## src/rtl/core/single_wire_humidity_sensor_reader_macros.svh

```systemverilog
// Assertion macros shared by the sensor reader RTL.
// Each macro carries its own label and ends with a semicolon.
`ifndef SINGLE_WIRE_HUMIDITY_SENSOR_READER_MACROS_SVH
`define SINGLE_WIRE_HUMIDITY_SENSOR_READER_MACROS_SVH

`ifndef SYNTHESIS

// same-cycle implication, checked on every rising clock edge outside reset
`define SWHS_ASSERT_IMPLY(label, ante, cons) \
   label: assert property (@(posedge clock) disable iff (reset) (ante) |-> (cons)) \
      else $error("swhs: same-cycle check failed");

// next-cycle implication
`define SWHS_ASSERT_NEXT(label, ante, cons) \
   label: assert property (@(posedge clock) disable iff (reset) (ante) |=> (cons)) \
      else $error("swhs: next-cycle check failed");

`else

`define SWHS_ASSERT_IMPLY(label, ante, cons)
`define SWHS_ASSERT_NEXT(label, ante, cons)

`endif

`endif

```

## src/rtl/core/swhs_pkg.sv

```systemverilog
package swhs_pkg;

   // register map indexes (byte address = 4 * index)
   localparam logic [2:0] REG_START_LOW     = 3'd0;
   localparam logic [2:0] REG_RELEASE_HIGH  = 3'd1;
   localparam logic [2:0] REG_RESP_FIRST    = 3'd2;
   localparam logic [2:0] REG_RESP_SECOND   = 3'd3;
   localparam logic [2:0] REG_BIT_SAMPLE    = 3'd4;
   localparam logic [2:0] REG_BYTES_TO_READ = 3'd5;

   // register reset values
   localparam logic [14:0] START_LOW_RST     = 15'd18000;
   localparam logic [7:0]  RELEASE_HIGH_RST  = 8'd20;
   localparam logic [7:0]  RESP_FIRST_RST    = 8'd40;
   localparam logic [7:0]  RESP_SECOND_RST   = 8'd80;
   localparam logic [7:0]  BIT_SAMPLE_RST    = 8'd40;
   localparam logic [3:0]  BYTES_TO_READ_RST = 4'd5;

   // line drive codes
   localparam logic [1:0] LINE_RELEASED   = 2'd0;
   localparam logic [1:0] LINE_DRIVE_LOW  = 2'd1;
   localparam logic [1:0] LINE_DRIVE_HIGH = 2'd2;

   // response codes
   localparam logic [1:0] RESP_ABSENT = 2'd0;
   localparam logic [1:0] RESP_OK     = 2'd1;
   localparam logic [1:0] RESP_BAD    = 2'd2;

   typedef enum logic [3:0] {
      PH_IDLE      = 4'd0,
      PH_LOW       = 4'd1,
      PH_HIGH      = 4'd2,
      PH_RESP1     = 4'd3,
      PH_RESP2     = 4'd4,
      PH_RESP_LOW  = 4'd5,
      PH_BIT_HIGH  = 4'd6,
      PH_BIT_DELAY = 4'd7,
      PH_BIT_LOW   = 4'd8
   } phase_type;

   typedef struct packed {
      logic [14:0] start_low_ticks;
      logic [7:0]  release_high_ticks;
      logic [7:0]  response_first_sample_ticks;
      logic [7:0]  response_second_sample_ticks;
      logic [7:0]  bit_sample_ticks;
      logic [3:0]  bytes_to_read;
   } cfg_type;

   typedef struct packed {
      logic cmd;
      logic line_level;
   } req_type;

   typedef struct packed {
      logic [1:0] line_mode;
      logic       busy_res;
      logic       response_valid;
      logic [1:0] response_code;
      logic       byte_valid;
      logic [7:0] data_byte;
      logic       last_byte;
   } rsp_type;

endpackage

```

## src/rtl/core/swhs_csr.sv

```systemverilog
module swhs_csr
   import swhs_pkg::*;
(
   input  logic        clock,
   input  logic        reset,
   input  logic        csr_psel,
   input  logic        csr_penable,
   input  logic        csr_pwrite,
   input  logic [4:0]  csr_paddr,
   input  logic [31:0] csr_pwdata,
   output logic [31:0] csr_prdata,
   output logic        csr_pready,
   output cfg_type     cfg
);

   cfg_type    cfg_ff, cfg_in;
   logic       wr_en;
   logic [2:0] reg_idx;

   assign csr_pready = 1'b1;
   assign wr_en      = csr_psel & csr_penable & csr_pwrite & csr_pready;
   assign reg_idx    = csr_paddr[4:2];
   assign cfg        = cfg_ff;

   // write decode
   always_comb begin
      cfg_in = cfg_ff;
      if (wr_en) begin
         case (reg_idx)
            REG_START_LOW:     cfg_in.start_low_ticks              = csr_pwdata[14:0];
            REG_RELEASE_HIGH:  cfg_in.release_high_ticks           = csr_pwdata[7:0];
            REG_RESP_FIRST:    cfg_in.response_first_sample_ticks  = csr_pwdata[7:0];
            REG_RESP_SECOND:   cfg_in.response_second_sample_ticks = csr_pwdata[7:0];
            REG_BIT_SAMPLE:    cfg_in.bit_sample_ticks             = csr_pwdata[7:0];
            REG_BYTES_TO_READ: cfg_in.bytes_to_read                = csr_pwdata[3:0];
            default: ;
         endcase
      end
   end

   always_ff @(posedge clock) begin
      if (reset) begin
         cfg_ff.start_low_ticks              <= START_LOW_RST;
         cfg_ff.release_high_ticks           <= RELEASE_HIGH_RST;
         cfg_ff.response_first_sample_ticks  <= RESP_FIRST_RST;
         cfg_ff.response_second_sample_ticks <= RESP_SECOND_RST;
         cfg_ff.bit_sample_ticks             <= BIT_SAMPLE_RST;
         cfg_ff.bytes_to_read                <= BYTES_TO_READ_RST;
      end else begin
         cfg_ff <= cfg_in;
      end
   end

   // read mux
   always_comb begin
      case (reg_idx)
         REG_START_LOW:     csr_prdata = {17'd0, cfg_ff.start_low_ticks};
         REG_RELEASE_HIGH:  csr_prdata = {24'd0, cfg_ff.release_high_ticks};
         REG_RESP_FIRST:    csr_prdata = {24'd0, cfg_ff.response_first_sample_ticks};
         REG_RESP_SECOND:   csr_prdata = {24'd0, cfg_ff.response_second_sample_ticks};
         REG_BIT_SAMPLE:    csr_prdata = {24'd0, cfg_ff.bit_sample_ticks};
         REG_BYTES_TO_READ: csr_prdata = {28'd0, cfg_ff.bytes_to_read};
         default:           csr_prdata = 32'd0;
      endcase
   end

endmodule

```

## src/rtl/core/swhs_fsm.sv

```systemverilog
module swhs_fsm
   import swhs_pkg::*;
(
   input  logic    clock,
   input  logic    reset,
   input  logic    step,
   input  req_type req,
   input  cfg_type cfg,
   output rsp_type rsp
);

   phase_type   phase_ff, phase_in;
   logic [14:0] tick_ff, tick_in;
   logic [2:0]  bit_idx_ff, bit_idx_in;
   logic [7:0]  shift_ff, shift_in;
   logic [3:0]  byte_cnt_ff, byte_cnt_in;
   logic [1:0]  resp_ff, resp_in;

   logic [14:0] limit;
   logic        timer_done;
   logic [3:0]  byte_cnt_inc;

   // phase timer limit for the timed phases
   always_comb begin
      case (phase_ff)
         PH_LOW:       limit = cfg.start_low_ticks;
         PH_HIGH:      limit = {7'd0, cfg.release_high_ticks};
         PH_RESP1:     limit = {7'd0, cfg.response_first_sample_ticks};
         PH_RESP2:     limit = {7'd0, cfg.response_second_sample_ticks};
         PH_BIT_DELAY: limit = {7'd0, cfg.bit_sample_ticks};
         default:      limit = 15'd0;
      endcase
   end

   assign timer_done   = (tick_ff >= limit);
   assign byte_cnt_inc = byte_cnt_ff + 4'd1;

   // next state and result for one tick
   always_comb begin
      phase_in    = phase_ff;
      tick_in     = tick_ff;
      bit_idx_in  = bit_idx_ff;
      shift_in    = shift_ff;
      byte_cnt_in = byte_cnt_ff;
      resp_in     = resp_ff;
      rsp         = '0;
      if (step) begin
         case (phase_ff)
            PH_IDLE: begin
               if (req.cmd) begin
                  phase_in = PH_LOW;
                  tick_in  = 15'd1;
               end
            end
            PH_LOW: begin
               if (timer_done) begin
                  phase_in = PH_HIGH;
                  tick_in  = 15'd1;
               end else begin
                  tick_in = tick_ff + 15'd1;
               end
            end
            PH_HIGH: begin
               if (timer_done) begin
                  phase_in = PH_RESP1;
                  tick_in  = 15'd1;
               end else begin
                  tick_in = tick_ff + 15'd1;
               end
            end
            PH_RESP1: begin
               if (!timer_done) begin
                  tick_in = tick_ff + 15'd1;
               end else if (!req.line_level) begin
                  phase_in = PH_RESP2;
                  tick_in  = 15'd1;
               end else begin
                  // nobody pulled the line low: sensor absent
                  resp_in            = RESP_ABSENT;
                  rsp.response_valid = 1'b1;
                  rsp.response_code  = RESP_ABSENT;
                  phase_in           = PH_RESP_LOW;
               end
            end
            PH_RESP2: begin
               if (timer_done) begin
                  resp_in            = req.line_level ? RESP_OK : RESP_BAD;
                  rsp.response_valid = 1'b1;
                  rsp.response_code  = req.line_level ? RESP_OK : RESP_BAD;
                  phase_in           = PH_RESP_LOW;
               end else begin
                  tick_in = tick_ff + 15'd1;
               end
            end
            PH_RESP_LOW: begin
               if (!req.line_level) begin
                  if (resp_ff == RESP_OK) begin
                     phase_in    = PH_BIT_HIGH;
                     bit_idx_in  = 3'd0;
                     shift_in    = 8'd0;
                     byte_cnt_in = 4'd0;
                  end else begin
                     phase_in = PH_IDLE;
                  end
               end
            end
            PH_BIT_HIGH: begin
               if (req.line_level) begin
                  phase_in = PH_BIT_DELAY;
                  tick_in  = 15'd1;
               end
            end
            PH_BIT_DELAY: begin
               if (timer_done) begin
                  shift_in   = {shift_ff[6:0], req.line_level};
                  bit_idx_in = bit_idx_ff + 3'd1;
                  phase_in   = PH_BIT_LOW;
               end else begin
                  tick_in = tick_ff + 15'd1;
               end
            end
            PH_BIT_LOW: begin
               if (!req.line_level) begin
                  if (bit_idx_ff == 3'd0) begin
                     // eighth bit done: hand out the byte
                     rsp.byte_valid = 1'b1;
                     rsp.data_byte  = shift_ff;
                     byte_cnt_in    = byte_cnt_inc;
                     if (byte_cnt_inc >= cfg.bytes_to_read) begin
                        rsp.last_byte = 1'b1;
                        phase_in      = PH_IDLE;
                     end else begin
                        shift_in = 8'd0;
                        phase_in = PH_BIT_HIGH;
                     end
                  end else begin
                     phase_in = PH_BIT_HIGH;
                  end
               end
            end
            default: phase_in = PH_IDLE;
         endcase
      end
      case (phase_in)
         PH_LOW:  rsp.line_mode = LINE_DRIVE_LOW;
         PH_HIGH: rsp.line_mode = LINE_DRIVE_HIGH;
         default: rsp.line_mode = LINE_RELEASED;
      endcase
      rsp.busy_res = (phase_in != PH_IDLE);
   end

   always_ff @(posedge clock) begin
      if (reset) begin
         phase_ff    <= PH_IDLE;
         tick_ff     <= 15'd0;
         bit_idx_ff  <= 3'd0;
         shift_ff    <= 8'd0;
         byte_cnt_ff <= 4'd0;
         resp_ff     <= RESP_ABSENT;
      end else begin
         phase_ff    <= phase_in;
         tick_ff     <= tick_in;
         bit_idx_ff  <= bit_idx_in;
         shift_ff    <= shift_in;
         byte_cnt_ff <= byte_cnt_in;
         resp_ff     <= resp_in;
      end
   end

endmodule

```

## src/rtl/core/single_wire_humidity_sensor_reader.sv

```systemverilog
// Single-wire humidity/temperature sensor master. Every req beat is one
// microsecond tick carrying the sampled data line level and an optional start
// request; every req beat yields exactly one rsp beat with the line drive to
// apply, the busy flag, and any response code or data byte decided on that
// tick. The block takes one beat per clock cycle while the result register is free
// or being drained by rsp_tready; a taken beat is held in the input register,
// then the protocol state machine and result register update together when the
// result slot is free. The user must write the timing registers over the APB
// port only while no transaction is running; the block does not enforce this.
`include "single_wire_humidity_sensor_reader_macros.svh"

module single_wire_humidity_sensor_reader
   import swhs_pkg::*;
(
   input  logic        clock,
   input  logic        reset,
   // req_tdata: [0] cmd, [1] line_level, [7:2] zero
   input  logic        req_tvalid,
   output logic        req_tready,
   input  logic [7:0]  req_tdata,
   // rsp_tdata: [1:0] line_mode, [2] busy_res, [3] response_valid,
   // [5:4] response_code, [6] byte_valid, [14:7] data_byte, [15] zero
   output logic        rsp_tvalid,
   input  logic        rsp_tready,
   output logic [15:0] rsp_tdata,
   output logic        rsp_tlast,
   input  logic        csr_psel,
   input  logic        csr_penable,
   input  logic        csr_pwrite,
   input  logic [4:0]  csr_paddr,
   input  logic [31:0] csr_pwdata,
   output logic [31:0] csr_prdata,
   output logic        csr_pready
);

   cfg_type cfg;
   req_type in_ff, in_in;
   logic    in_valid_ff, in_valid_in;
   rsp_type rsp_ff, rsp_in, step_rsp;
   logic    rsp_valid_ff, rsp_valid_in;
   logic    out_ready;
   logic    step;

   swhs_csr u_csr (
      .clock       (clock),
      .reset       (reset),
      .csr_psel    (csr_psel),
      .csr_penable (csr_penable),
      .csr_pwrite  (csr_pwrite),
      .csr_paddr   (csr_paddr),
      .csr_pwdata  (csr_pwdata),
      .csr_prdata  (csr_prdata),
      .csr_pready  (csr_pready),
      .cfg         (cfg)
   );

   swhs_fsm u_fsm (
      .clock (clock),
      .reset (reset),
      .step  (step),
      .req   (in_ff),
      .cfg   (cfg),
      .rsp   (step_rsp)
   );

   // handshake: result slot frees when empty or being taken
   assign out_ready  = !rsp_valid_ff || rsp_tready;
   assign step       = in_valid_ff && out_ready;
   assign req_tready = !in_valid_ff || out_ready;

   // input register
   always_comb begin
      in_in       = in_ff;
      in_valid_in = in_valid_ff;
      if (req_tvalid && req_tready) begin
         in_in.cmd        = req_tdata[0];
         in_in.line_level = req_tdata[1];
         in_valid_in      = 1'b1;
      end else if (step) begin
         in_valid_in = 1'b0;
      end
   end

   // result register
   always_comb begin
      rsp_in       = rsp_ff;
      rsp_valid_in = rsp_valid_ff;
      if (step) begin
         rsp_in       = step_rsp;
         rsp_valid_in = 1'b1;
      end else if (rsp_tready) begin
         rsp_valid_in = 1'b0;
      end
   end

   always_ff @(posedge clock) begin
      if (reset) begin
         in_valid_ff  <= 1'b0;
         rsp_valid_ff <= 1'b0;
      end else begin
         in_valid_ff  <= in_valid_in;
         rsp_valid_ff <= rsp_valid_in;
      end
   end

   always_ff @(posedge clock) begin
      in_ff  <= in_in;
      rsp_ff <= rsp_in;
   end

   assign rsp_tvalid = rsp_valid_ff;
   assign rsp_tdata  = {1'b0, rsp_ff.data_byte, rsp_ff.byte_valid, rsp_ff.response_code,
                        rsp_ff.response_valid, rsp_ff.busy_res, rsp_ff.line_mode};
   assign rsp_tlast  = rsp_ff.last_byte;

   `SWHS_ASSERT_NEXT(a_step_gives_result, step, rsp_valid_ff)
   `SWHS_ASSERT_NEXT(a_held_beat_kept, in_valid_ff && !step, in_valid_ff)
   `SWHS_ASSERT_IMPLY(a_one_event, rsp_valid_ff, !(rsp_ff.response_valid && rsp_ff.byte_valid))
   `SWHS_ASSERT_IMPLY(a_last_ends_run, rsp_valid_ff && rsp_ff.last_byte, rsp_ff.byte_valid && !rsp_ff.busy_res)
   `SWHS_ASSERT_IMPLY(a_drive_when_busy, rsp_valid_ff && (rsp_ff.line_mode != LINE_RELEASED), rsp_ff.busy_res)

endmodule
```

## config.mk

```make
export PLATFORM = sky130hd
export DESIGN_NAME = single_wire_humidity_sensor_reader
export DESIGN_NICKNAME = d
export VERILOG_FILES = /design/src/rtl/core/swhs_pkg.sv /design/src/rtl/core/swhs_csr.sv /design/src/rtl/core/swhs_fsm.sv /design/src/rtl/core/single_wire_humidity_sensor_reader.sv
export VERILOG_INCLUDE_DIRS = /design/src /design/src/rtl/core
export SDC_FILE = /design/constraint.sdc
export NUM_CORES = 1
export LEC_CHECK = 0
export ABC_AREA = 1
export BUFFER_PORTS_ARGS = -buffer_cell sky130_fd_sc_hd__buf_2
export CORE_MARGIN = 3
export CORE_UTILIZATION = 60
export CTS_BUF_LIST = sky130_fd_sc_hd__clkbuf_8 sky130_fd_sc_hd__clkbuf_16
export DETAILED_ROUTE_END_ITERATION = 7
export GPL_TIMING_DRIVEN = 0
export PLACE_DENSITY_LB_ADDON = 0.12
export SLEW_MARGIN = 15
export SYNTH_ARGS = -nofsm -noshare
export SYNTH_HDL_FRONTEND = slang
export SYNTH_HIERARCHICAL = 1
export SYNTH_SLANG_ARGS = --single-unit
```

## constraint.sdc

```tcl
create_clock -name clock -period 9.7 [get_ports clock]
set_clock_uncertainty 0.15 [all_clocks]
set_input_delay 1.94 -clock clock [delete_from_list [all_inputs] [get_ports clock]]
set_output_delay 1.94 -clock clock [all_outputs]
set_load 0.01 [all_outputs]
```

==> results of run 1 <==
[final cells by class]
| class | instances | area (sq um) | share of cell area, % |
|---|---|---|---|
| Buffer | 50 | 329 | 4.56 |
| Clock buffer | 9 | 124 | 1.72 |
| Clock inverter | 7 | 50.0 | 0.694 |
| Inverter | 116 | 435 | 6.04 |
| Multi-Input combinational cell | 701 | 3480 | 48.2 |
| Sequential cell | 107 | 2320 | 32.2 |
| Tap cell | 136 | 170 | 2.36 |
| Timing Repair Buffer | 59 | 305 | 4.23 |
[registers in the layout (all words and copies together) (netlist names)]
name,cells
u_fsm/resp_ff,2
rsp_tdata,15
u_csr/cfg,51
u_fsm/tick_ff,15
rsp_tvalid,1
u_fsm/shift_ff,8
in_valid_ff,1
u_fsm/bit_idx_ff,3
u_fsm/byte_cnt_ff,4
in_ff,2
u_fsm/phase_ff,4
rsp_tlast,1
[tightest hold or removal path: stages, from the launching register on]
cell     delay, ns
dfxtp_1       0.33
nand2_1       0.06
a21oi_1       0.05
[through the flow]
stage          hold slack (ns)  power (mW)  setup WS [ns]  utilization [%]  cell area [sq um]
2_1_floorplan            0.289       0.553           4.84                -               6560
3_3_place_gp             0.299       0.585           4.48             67.4               7020
3_5_place_dp             0.308       0.588           4.44             67.6               7040
4_1_cts                  0.324       0.836           4.42             69.2               7210
5_1_grt                  0.354       0.868           4.33             69.2               7210
6_report                 0.324       0.830           4.39             69.2               7210
[kinds of logic (layout without fill, tap and decap cells)]
logic type,after synthesis,count (layout),share of synthesized area [%]
AO/OA/AOI/OAI,85,85,7.99
XOR/XNOR,11,11,1.48
adder cells (fa/ha/maj),23,23,4.43
buffers and inverters,166,241,11.8
flip-flops,107,107,35.7
other,3,19,0.173
AND/OR/NAND/NOR,563,563,38.4
[cells in the mapped netlist, types with 2 or more instances]
cell	n	area, sq um
nand2_1	247	927
nor2_1	177	664
inv_1	104	390
dfxtp_1	89	1780
nand3_1	75	375
a21oi_1	41	205
buf_4	24	180
ha_1	23	288
nand4_1	21	131
edfxtp_1	18	541
o21ai_0	18	90.1
nor3_1	12	60.1
buf_2	11	55.1
inv_2	11	41.3
clkbuf_1	10	37.5
xor2_1	8	70.1
nor2_4	7	78.8
nor2_2	6	37.5
buf_6	5	56.3
a221o_1	4	40.0
a221oi_1	4	35.0
a22o_1	4	35.0
nand2_2	4	25.0
nand3_2	4	40.0
conb_1	3	11.3
nor2_8	3	60.1
o21ai_2	3	26.3
xnor2_1	3	26.3
a31oi_1	2	12.5
nand3_4	2	35.0
nor3b_1	2	15.0
o21bai_1	2	15.0
[per-layer routing]
metal,GRT usage [%],part of all wire [%]
met1,36.1,42
met2,46.8,48
met3,5.82,8.4
met4,8.19,2.1
met5,0,0
[how the worst max path moves through the flow]
stage                       startpoint             to  slack [ns]  cells past startpoint
after floorplan           csr_paddr[3]  csr_prdata[1]        4.84                      9
after detailed placement  csr_paddr[2]  csr_prdata[6]        4.44                     10
after global placement    csr_paddr[2]  csr_prdata[6]        4.48                     10
after global routing      csr_paddr[2]  csr_prdata[7]        4.33                     10
after CTS                 csr_paddr[2]  csr_prdata[6]        4.42                     10
final                     csr_paddr[2]  csr_prdata[6]        4.39                     10
[power breakdown]
group | internal [mW] | switching [mW] | total (mW)
Combinational | 0.0388 | 0.0775 | 0.116
Clock | 0.0941 | 0.156 | 0.250
Sequential | 0.458 | 0.00528 | 0.463
==> summary.txt, run 1 <==
Status
  • Status: finished clean

Placement
  • Post-Place Cells: 1169
  • I/O Buffers: between 50 and 60
  • Gp weighted congestion: 0.941
  • Detail Placement HPWL: 12000 microns

Synthesis
  • Yosys warnings: 6
  • Synth cell types: 43
  • Yosys reg bits: 107
  • Cell Area, Synth: 0.00650 sq mm
  • Ys flop type: dfxtp_1
  • Seq/Total Area, Yosys: 35.7%
  • Asr flop ratio synth: 0%
  • Post-Syn Instances: 958
  • Number of synthesized flops with an enable pin: 18
  • Synthesized area per cell: 6.78 sq um

Timing
  • RSZ-0062 raised after global routing: no
  • Final Cycle Share: 54.7%
  • Max-slew violations: 0
  • Fin. Hold Viols: 0
  • Fin crit period: ~5.3 ns
  • FMAX: 188 MHz
  • Total negative slack: 0 ns
  • Worst-Margin Slew: between 0.8 and 0.9 ns
  • Relative slew slack: 43.1%
  • Final setup fails: 0

CTS
  • Clk buf depth: 2
  • CTS clk-pin slew, worst paths: 0.10 ns
  • Root buffer cell: clkbuf_8
  • Worst-skew pair later-pin latency: 0.39 ns
  • Post-CTS setup buffers: 0
  • Post-CTS Resized: 0
  • TritonCTS clock tree: yes
  • Htree depth: 3
  • Num CTS Buffers: 9
  • CTS Hold Bufs: 0
  • Clk sink count: 107

Min path
  • Hold WC Path Type: register to register
  • Hold_sp: u_fsm/resp_ff[0]
  • Worst Hold End: u_fsm/resp_ff[0]
  • WHS Path Cells: 2

Setup path
  • Worst EP required: 7.61 ns
  • CP Class: input pin to primary output
  • R2R Path Start: u_fsm/phase_ff[0]
  • R2r worst-path depth: 19
  • R2r endpoint: rsp_tdata[2]
  • Crit-path max FO: 10
  • Most frequent CP cell: nand2_1
  • Slowest CP cell: buf_2
  • Crit-path cells: buf_2 -> inv_1 -> nand2_1 -> nor2_1 -> buf_2 -> nand2_1 -> nand2_1 -> inv_1 -> nand2_1 -> buf_2
  • Critical path's top delay family: buffers and inverters
  • CP Launch Type: input pin
  • WP buf/inv: 5
  • Worst reg2reg setup slack: 5.54 ns
  • Data arrival time of the critical path: 3.22 ns
  • Critical Path Sink Type: primary output
  • Crit path largest cell delay: 0.29 ns

Floorplan
  • Die X-Extent: 110 microns
  • Io pins: 104
  • Starting density of the core: between 60% and 70%
  • Die area: between 0.01 and 0.015 sq mm
  • Number of cell rows: 37
  • Core region area: 0.0104 sq mm
  • Die Height: about 110 microns

Drt
  • Vias: 6223
  • DRT antenna net count: 0
  • Drt pass-1 iters: 5
  • Routed wire per std cell: 13.6 microns
  • DRC: 0
  • Final WL: roughly 16000 microns
  • 1st-iter DRT viols: 338
  • Vias per cell: 5.25

Layout
  • Ant diodes: 0
  • Commonest non-fill, non-tap cell in the layout: nand2_1
  • Share of cells above drive strength 1: between 10% and 20%
  • Filler instances: roughly 1000
  • Final Net Count: 1119
  • Most frequent cells in the layout: nand2_1 (247), nor2_1 (177), inv_1 (104)
  • Layout area overhead: 11.0%
  • Finished Layout Cells: ~1.2k

Run
  • Total of max-cap violations: 0

Global route
  • First-pass GRT wire length: 26200 microns
  • GRT Util Overall: 27.9%
  • GR Overflow Total: 0
  • Largest net degree at the start of global routing: 19
  • Initial antenna violation count: 0
  • Vias in the first global route: about 5.5k

Power
  • Power per Cell Area: 115 mW/mm^2
  • Peak supply drop: roughly 0.12 mV
  • P_leak: about 3.5 nW
(Power assumes the default switching activity.)
==> run 2: changes to the inputs <==
CORE_UTILIZATION = 52   (was 60)
clock period = 4.4 ns   (was 9.7 ns; I/O delays follow)
==> run 2 against run 1 <==
Against the previous run: first-iteration DRC count is 25% higher; die area rose by 15%; cell count up 2.7%; critical endpoint is now rsp_tdata[2]; largest cell class unchanged; highest routed layer unchanged.
==> summary.txt, run 2 (same netlist as run 1, synthesis figures left out) <==
Global route
  • Initial antenna violation count: 0 (unchanged)
  • GRT Util Overall: 24.4% (-3.5 points)
  • Largest net degree at the start of global routing: 20 (+1)
  • First-pass GRT wire length: 27600 microns (+5.6%)
  • Vias in the first global route: 5758 (+4.5%)
  • GR Overflow Total: 0 (unchanged)

Floorplan
  • Starting density of the core: 53.7% (-8.7 points)
  • Core region area: 0.0121 sq mm (+16%)
  • Io pins: 104 (unchanged)
  • Die area: 0.0139 sq mm (+15%)
  • Number of cell rows: 40 (+8.1%)
  • Die X-Extent: 118 microns (+7.0%)
  • Die Height: 118 microns (+7.0%)

Setup path
  • Slowest CP cell: clkbuf_1
  • Critical Path Sink Type: register
  • R2r worst-path depth: 19 (unchanged)
  • Crit-path cells: inv_1 -> nor2_1 -> inv_1 -> nor2_2 -> clkbuf_1 -> a221oi_1 -> ha_1 -> nand2_1 -> inv_1 -> a21oi_1 -> nand2_1 -> nand2_1 -> inv_1 -> nor2_1 -> o22ai_1 -> a21oi_1 -> nand3_1 -> inv_1 -> nand2_1
  • R2r endpoint: rsp_tdata[2]
  • Crit-path max FO: 10 (unchanged)
  • Data arrival time of the critical path: 3.92 ns (+0.70 ns)
  • Worst EP required: 4.37 ns (-3.24 ns)
  • Most frequent CP cell: inv_1
  • Worst reg2reg setup slack: 0.45 ns (-5.09 ns)
  • Crit path largest cell delay: 0.48 ns (+0.19 ns)
  • CP Class: register to register
  • CP Launch Type: register
  • R2R Path Start: u_fsm/phase_ff[0]

Drt
  • Routed wire per std cell: 13.7 microns (+0.47%)
  • Final WL: 16600 microns (+3.2%)
  • Vias: 6123 (-1.6%)
  • Vias per cell: 5.03 (-4.2%)
  • DRC: 0 (unchanged)
  • DRT antenna net count: 0 (unchanged)
  • Drt pass-1 iters: 5 (unchanged)
  • 1st-iter DRT viols: 423 (+25%)

Timing
  • Worst-Margin Slew: 0.775 ns (-0.0758 ns)
  • Fin. Hold Viols: 0 (unchanged)
  • Final Cycle Share: between 80% and 90%
  • RSZ-0062 raised after global routing: no
  • Max-slew violations: 0 (unchanged)
  • Total negative slack: 0 ns (unchanged)
  • FMAX: 253 MHz
  • Fin crit period: around 4 ns
  • Relative slew slack: 48.2% (+5.1 points)
  • Final setup fails: 0 (unchanged)

CTS
  • CTS clk-pin slew, worst paths: 0.08 ns (-0.02 ns)
  • Htree depth: 3 (unchanged)
  • Worst-skew pair later-pin latency: 0.35 ns (-0.04 ns)
  • Clk buf depth: 2 (unchanged)
  • TritonCTS clock tree: yes
  • Clk sink count: 107 (unchanged)
  • CTS Hold Bufs: 0 (unchanged)
  • Root buffer cell: clkbuf_16
  • Num CTS Buffers: 9 (unchanged)

Power
  • Power per Cell Area: 288 mW/mm^2 (+150%)
  • Peak supply drop: 0.176 mV (+50%)
  • P_leak: 3.56 nW (+2.0%)

Layout
  • Ant diodes: 0 (unchanged)
  • Filler instances: 1227 (+23%)
  • Most frequent cells in the layout: nand2_1 (247), nor2_1 (176), inv_1 (105)
  • Area occupied by registers: 0.00232 sq mm (unchanged)
  • Final Net Count: 1119 (unchanged)
  • Layout area overhead: 13.7%
  • Finished Layout Cells: 1217 (+2.7%)
  • Area occupied by multi-input gates: 0.00348 sq mm (about the same)
  • Share of cells above drive strength 1: 15.3% (+0.095 points)
  • Max FFs per register: 51 (unchanged)
  • Commonest non-fill, non-tap cell in the layout: nand2_1

Min path
  • Worst Hold End: u_fsm/resp_ff[1]
  • WHS Path Cells: 2 (unchanged)
  • Hold_sp: u_fsm/resp_ff[1]
  • Hold WC Path Type: register to register

Placement
  • Detail Placement HPWL: 12200 microns (+1.7%)
  • I/O Buffers: 58 (unchanged)
  • Post-Place Cells: 1201 (+2.7%)
  • Gp weighted congestion: 0.887 (-5.7%)

Run
  • Total of max-cap violations: 0 (unchanged)

Status
  • Status: finished clean
run 2: how the worst max path moves through the flow:
stage / from / endpoint / slack, ns
after floorplan: rsp_tready / u_fsm/tick_ff[7] / 1.14
after global placement: u_fsm/phase_ff[0] / rsp_tdata[2] / 0.34
after detailed placement: u_fsm/phase_ff[0] / rsp_tdata[2] / 0.37
after CTS: u_fsm/phase_ff[0] / rsp_tdata[2] / 0.34
after global routing: u_fsm/phase_ff[0] / rsp_tdata[2] / 0.11
final: u_fsm/phase_ff[0] / rsp_tdata[2] / 0.45
run 2: per-stage QoR:
step	hold slack (ns)	util [%]	total power, mW	area (sq um)	setup WS, ns
floorplan	0.289	-	1.22	6560	1.14
global placement	0.299	58.3	1.29	7060	0.344
detailed placement	0.306	58.5	1.30	7080	0.366
CTS	0.317	61.0	2.13	7390	0.344
global route	0.330	61.0	2.20	7390	0.109
finish	0.314	61.0	2.13	7390	0.450
run 2: layer usage:
metal,wire length [microns],track usage [%],up-vias,part of all wire [%]
li1,-,-,3178,-
met1,7410,32.1,2679,45
met2,7600,40.7,228,46
met3,1130,2.84,38,6.8
met4,471,9.96,0,2.8
met5,0,0,-,0
run 2: power breakdown:
part | total [mW] | internal, mW | leakage (nW) | switching [mW]
clock | 0.850 | 0.453 | 0.155 | 0.397
sequential | 1.02 | 1.01 | 0.893 | 0.0115
combinational | 0.256 | 0.0855 | 2.51 | 0.171
run 2: area by class of cell:
type / count / share of cell area [%]
Buffer: 50 / 4.45
Clock buffer: 9 / 3.05
Clock inverter: 7 / 1.15
Inverter: 116 / 5.89
Multi-Input combinational cell: 701 / 47.1
Sequential cell: 107 / 31.4
Tap cell: 168 / 2.84
Timing Repair Buffer: 59 / 4.13
run 2: repair_timing:
item	4_1_cts	5_1_grt
gates resized for setup	0	1
setup endpoints to repair	0	1
buffers inserted	0	0
run 2: critical path, delay by kind of cell (launching register included):
family	cells	cell delay [ns]
compound gates	4	0.72
fa+ha+maj	1	0.32
buf+inv	6	0.87
flops	1	0.43
simple gates	8	1.25
